===== config.mk =====
export PLATFORM = sky130hd
export DESIGN_NAME = psk_isqrt
export DESIGN_NICKNAME = d
export VERILOG_FILES = /design/src/sv/psk_isqrt.sv
export SDC_FILE = /design/constraint.sdc
export NUM_CORES = 2
export LEC_CHECK = 0
export ABC_AREA = 0
export BUFFER_PORTS_ARGS = -buffer_cell sky130_fd_sc_hd__buf_2
export CORE_ASPECT_RATIO = 0.5
export CORE_MARGIN = 3
export CORE_UTILIZATION = 43
export DETAILED_ROUTE_END_ITERATION = 8
export REMOVE_ABC_BUFFERS = 1
export SLEW_MARGIN = 5
export SYNTH_ARGS = -nofsm -noshare
export SYNTH_HDL_FRONTEND = slang
export SYNTH_SLANG_ARGS = --single-unit

===== constraint.sdc =====
create_clock -name clk -period 4.9 [get_ports clk]
set_clock_uncertainty 0.15 [all_clocks]
set_input_delay 0.735 -clock clk [delete_from_list [all_inputs] [get_ports clk]]
set_output_delay 0.735 -clock clk [all_outputs]
set_load 0.01 [all_outputs]

===== src/sv/psk_isqrt.sv =====
`default_nettype none
module psk_isqrt #(
  parameter int W = 62
) (
  input  wire logic             clk,
  input  wire logic             en,
  input  wire logic [W-1:0]     rad,
  output logic      [W/2-1:0]   root
);
  localparam int RW   = W / 2;
  localparam int REMW = RW + 3;

  logic [W-1:0]    rad_q  [RW];
  logic [REMW-1:0] rem_q  [RW];
  logic [RW-1:0]   root_q [RW];
  logic [W-1:0]    rad_next  [RW];
  logic [REMW-1:0] rem_next  [RW];
  logic [RW-1:0]   root_next [RW];

  // one result bit per stage, from the top
  always_comb begin
    logic [W-1:0]    rs;
    logic [REMW-1:0] rm;
    logic [REMW-1:0] tr;
    logic [RW-1:0]   rt;
    for (int k = 0; k < RW; k++) begin
      if (k == 0) begin
        rs = rad;
        rm = '0;
        rt = '0;
      end else begin
        rs = rad_q[k-1];
        rm = rem_q[k-1];
        rt = root_q[k-1];
      end
      rm = {rm[REMW-3:0], rs[W-1:W-2]};
      tr = REMW'({rt, 2'b01});
      if (rm >= tr) begin
        rm = rm - tr;
        rt = {rt[RW-2:0], 1'b1};
      end else begin
        rt = {rt[RW-2:0], 1'b0};
      end
      rad_next[k]  = rs << 2;
      rem_next[k]  = rm;
      root_next[k] = rt;
    end
  end

  always_ff @(posedge clk) begin
    if (en) begin
      for (int k = 0; k < RW; k++) begin
        rad_q[k]  <= rad_next[k];
        rem_q[k]  <= rem_next[k];
        root_q[k] <= root_next[k];
      end
    end
  end

  assign root = root_q[RW-1];

endmodule
`default_nettype wire


==> impl_metrics.py <==
metrics = {
    "logic_synthesis": {
        "count_of_flip_flops_with_a_built_in_enable_after_synthesis": 2339,
        "yosys_register_bits": 2339,
        "synth.cells.most_frequent": "edfxtp_1, inv_1, nand2_1",
        "asyncSetResetFlopFracSynth_pct": 0,
        "post_synth_num_cell_types": 96,
        "synth_area_um2": 108000,
        "netlist_instances": 8295,
        "post-synth-top-area-fraction_pct": 65.0,
        "yosysSeqAreaShare_pct": 65.0,
        "synthesis.area_per_instance_um2": 13.0,
        "synth.most_common_cell": "edfxtp_1",
        "synthTopCellsByArea": "edfxtp_1, ha_1, xnor2_1, xor2_1, a21oi_1",
        "synth_top_flop_cell": "edfxtp_1",
        "yosysTopAreaCell": "edfxtp_1",
        "synthesis.yosys.warnings": 0,
    },
    "floorplan": {
        "fp.dieArea_um2": 258000,
        "initial_utilization_pct": 43.5,
        "placement_rows": 129,
        "core_area_um2": 249000,
        "die_h_um": 361,
        "fp.dieW_um": 715,
        "ioPinCount": 95,
    },
    "pwr": {
        "p_leak_nw": 46.0,
        "power.ir.vdd_worst_v": 0.000281,
        "power-per-cell-area_nw_per_um2": 459,
    },
    "placement": {
        "dp_slack_ns": 0.727,
        "globalplace.congestion": 0.931,
        "place.detailed.hpwl_mm": 149,
        "io_buffers": 94,
        "count_of_placed_standard_cells_including_taps": 11700,
    },
    "final_layout": {
        "finish.net_count": 9222,
        "finalNonFillerCells": 12200,
        "share_of_post_route_cells_with_drive_strength_above_1_pct": 7.88,
        "finalCoreUtilization_pct": 48.8,
        "n_fill_cell": 21600,
        "synthToLayoutAreaGrowth_pct": 12.2,
    },
    "sta": {
        "final-hold-violation-count": 0,
        "worst_slack_ns": 0.702,
        "finalSetupViolations": 0,
        "worst_slew_margin_rel_pct": 29.2,
        "whs_ns": 0.238,
        "rsz0062_at_grt": "false",
        "layout_min_cycle_time_ns": 4.20,
        "tightestPinTransition_ns": 1.05,
        "timing.final.crit_share_pct": 85.7,
        "timing.fmax_mhz": 238,
        "slew_violations": 0,
    },
    "routing": {
        "detail_route_antenna_nets": 0,
        "drc": 0,
        "drt-vias-per-instance": 5.13,
        "drt-total-wl_mm": 208,
        "routedWlPerCell_um": 17.1,
        "drtIter0Drc": 4122,
        "num_vias": 62300,
        "drt_pass1_iterations": 7,
    },
    "cts": {
        "cts_repair_resize_count": 0,
        "clkSlewWorstSetupHoldPaths_ns": 0.06,
        "cts_buffer_depth": 4,
        "cts.htree.levels": 4,
        "clock_tree_root_buffer_cell": "clkbuf_16",
        "tritoncts": "built",
        "cts_buffers": 221,
        "clock_latency_ns": 0.88,
        "clock_sink_count": 2339,
        "cts.repair_timing.setup_buffer_count": 0,
    },
    "setup_path": {
        "register_to_register_path_depth": 11,
        "setup.worst_path.end_class": "register",
        "critical_path.reg2reg.endpoint": "rem_q[0][127]$_DFFE_PP_",
        "critical-path-slowest-cell": "nor4b_1",
        "worst_ep_required_time_ns": 5.37,
        "critical_path_class": "reg2reg",
        "critical_path.cell_chain": "or4_1, nor4b_1, or4b_1, nor4_1, buf_4, or3b_1, nor2_1, nand3b_1, nor4_1, nand3b_1, xnor2_1",
        "cp_data_arrival_time_ns": 4.67,
        "critical_path.n_buffers_inverters": 1,
        "worstSetupStartpointType": "register",
        "crit_path_max_fanout": 12,
        "reg2reg_from": "rem_q[0][91]$_DFFE_PP_",
        "crit_path_max_incr_delay_ns": 0.88,
        "path_delay_family": "simple AND/OR/NAND/NOR gates",
        "reg2reg_setup_slack_ns": 0.70,
    },
    "min_path": {
        "hold_start": "rad_q[1][106]$_DFFE_PP_",
        "timing.hold.worst_path_depth": 0,
        "hold-path-endpoint": "rad_q[1][168]$_DFFE_PP_",
        "holdCritPathClass": "reg2reg",
    },
    "grt": {
        "met2_usage_pct": 28.9,
        "grt_pass1_wl_mm": 332,
        "first_global_vias": 62700,
        "use_met1_pct": 18.9,
        "gr-usage-met3_pct": 2.35,
        "top_usage_layer": "met2",
        "global_router_s_overall_resource_usage_pct": 15.9,
        "antenna_violations_before_repair": 0,
        "globalRouteOverflowTotal": 0,
        "grt_start_max_net_pins": 152,
    },
    "flow_run": {
        "max_cap_violations": 0,
    },
    "run_status": {
        "status": "finished, final reports clean",
    },
}
## final cells by class
| class | count | area (µm²) | share of cell area [%] |
|---|---|---|---|
| timing repair buffer | 258 | 2160 | 1.78 |
| multi-input combinational | 5154 | 34900 | 28.8 |
| clock buffer | 261 | 5740 | 4.74 |
| antenna | 2 | 5.00 | 0.00413 |
| clock inverter | 141 | 1600 | 1.32 |
| inverter | 656 | 2460 | 2.03 |
| tap | 3340 | 4180 | 3.45 |
| sequential | 2339 | 70200 | 57.9 |
## worst max path at each step
stage / start / endpoint / cells past startpoint
final: rem_q[0][91]$_DFFE_PP_ / rem_q[0][127]$_DFFE_PP_ / 11
after global routing: root_q[0][62]$_DFFE_PP_ / rem_q[0][133]$_DFFE_PP_ / 13
after floorplan: rem_q[1][408]$_DFFE_PP_ / rem_q[1][445]$_DFFE_PP_ / 10
after detailed placement: rem_q[0][91]$_DFFE_PP_ / rem_q[0][127]$_DFFE_PP_ / 11
after global placement: rem_q[0][90]$_DFFE_PP_ / rem_q[0][127]$_DFFE_PP_ / 11
after CTS: rem_q[0][91]$_DFFE_PP_ / rem_q[0][127]$_DFFE_PP_ / 11
## metrics by stage
step	total power, mW	TNS (ns)	area (µm²)
2_1_floorplan	34.9	-25.43	108000
6_report	55.6	0	121000
3_3_place_gp	38.3	0	113000
3_5_place_dp	38.4	0	113000
4_1_cts	56.3	0	121000
5_1_grt	58.8	0	121000
## cell families (layout without fill, tap and decap cells)
kind of cell / after synthesis / in the layout / synth area share [%]
flops: 2339 / 2339 / 65.0
simple gates: 2099 / 2099 / 9.52
compound gates: 1666 / 1666 / 9.42
buf+inv: 802 / 1316 / 2.81
xor+xnor: 776 / 776 / 6.29
fa+ha+maj: 528 / 528 / 6.11
mux: 84 / 84 / 0.864
other cells: 1 / 3 / 0.00347
## sequential cells by signal, summed over array words and instances (netlist names)
signal and count:
root_q 496, rem_q 913, rad_q 930
## cell usage in the layout (no fill, tap or decap), types with 90 or more instances in the layout
cell type / count
a21o_1: 222
xnor2_1: 399
nor4_1: 111
nor3_1: 186
ha_1: 528
nand2_1: 630
or3_1: 95
buf_2: 93
nand2b_1: 99
nand4_1: 91
nand3_1: 137
nor2_1: 450
o21ai_0: 485
o21a_1: 90
inv_1: 654
clkbuf_16: 224
a21oi_1: 504
xor2_1: 377
edfxtp_1: 2339
## repair_timing
item / in CTS / in global routing
hold endpoints to repair: 63 / 0
setup endpoints to repair: 0 / 0
hold buffers: 63 / 0
## routing by layer
layer,part of all wire (%),vias up
met3,3.2,466
li1,-,31300
met4,4.3,0
met2,51,982
met5,0,-
met1,42,29600
## power breakdown
group / internal (mW) / switching, mW
clock network: 10.1 / 7.47
registers: 25.3 / 1.53
logic: 4.81 / 6.43
(Power assumes the default switching activity.)
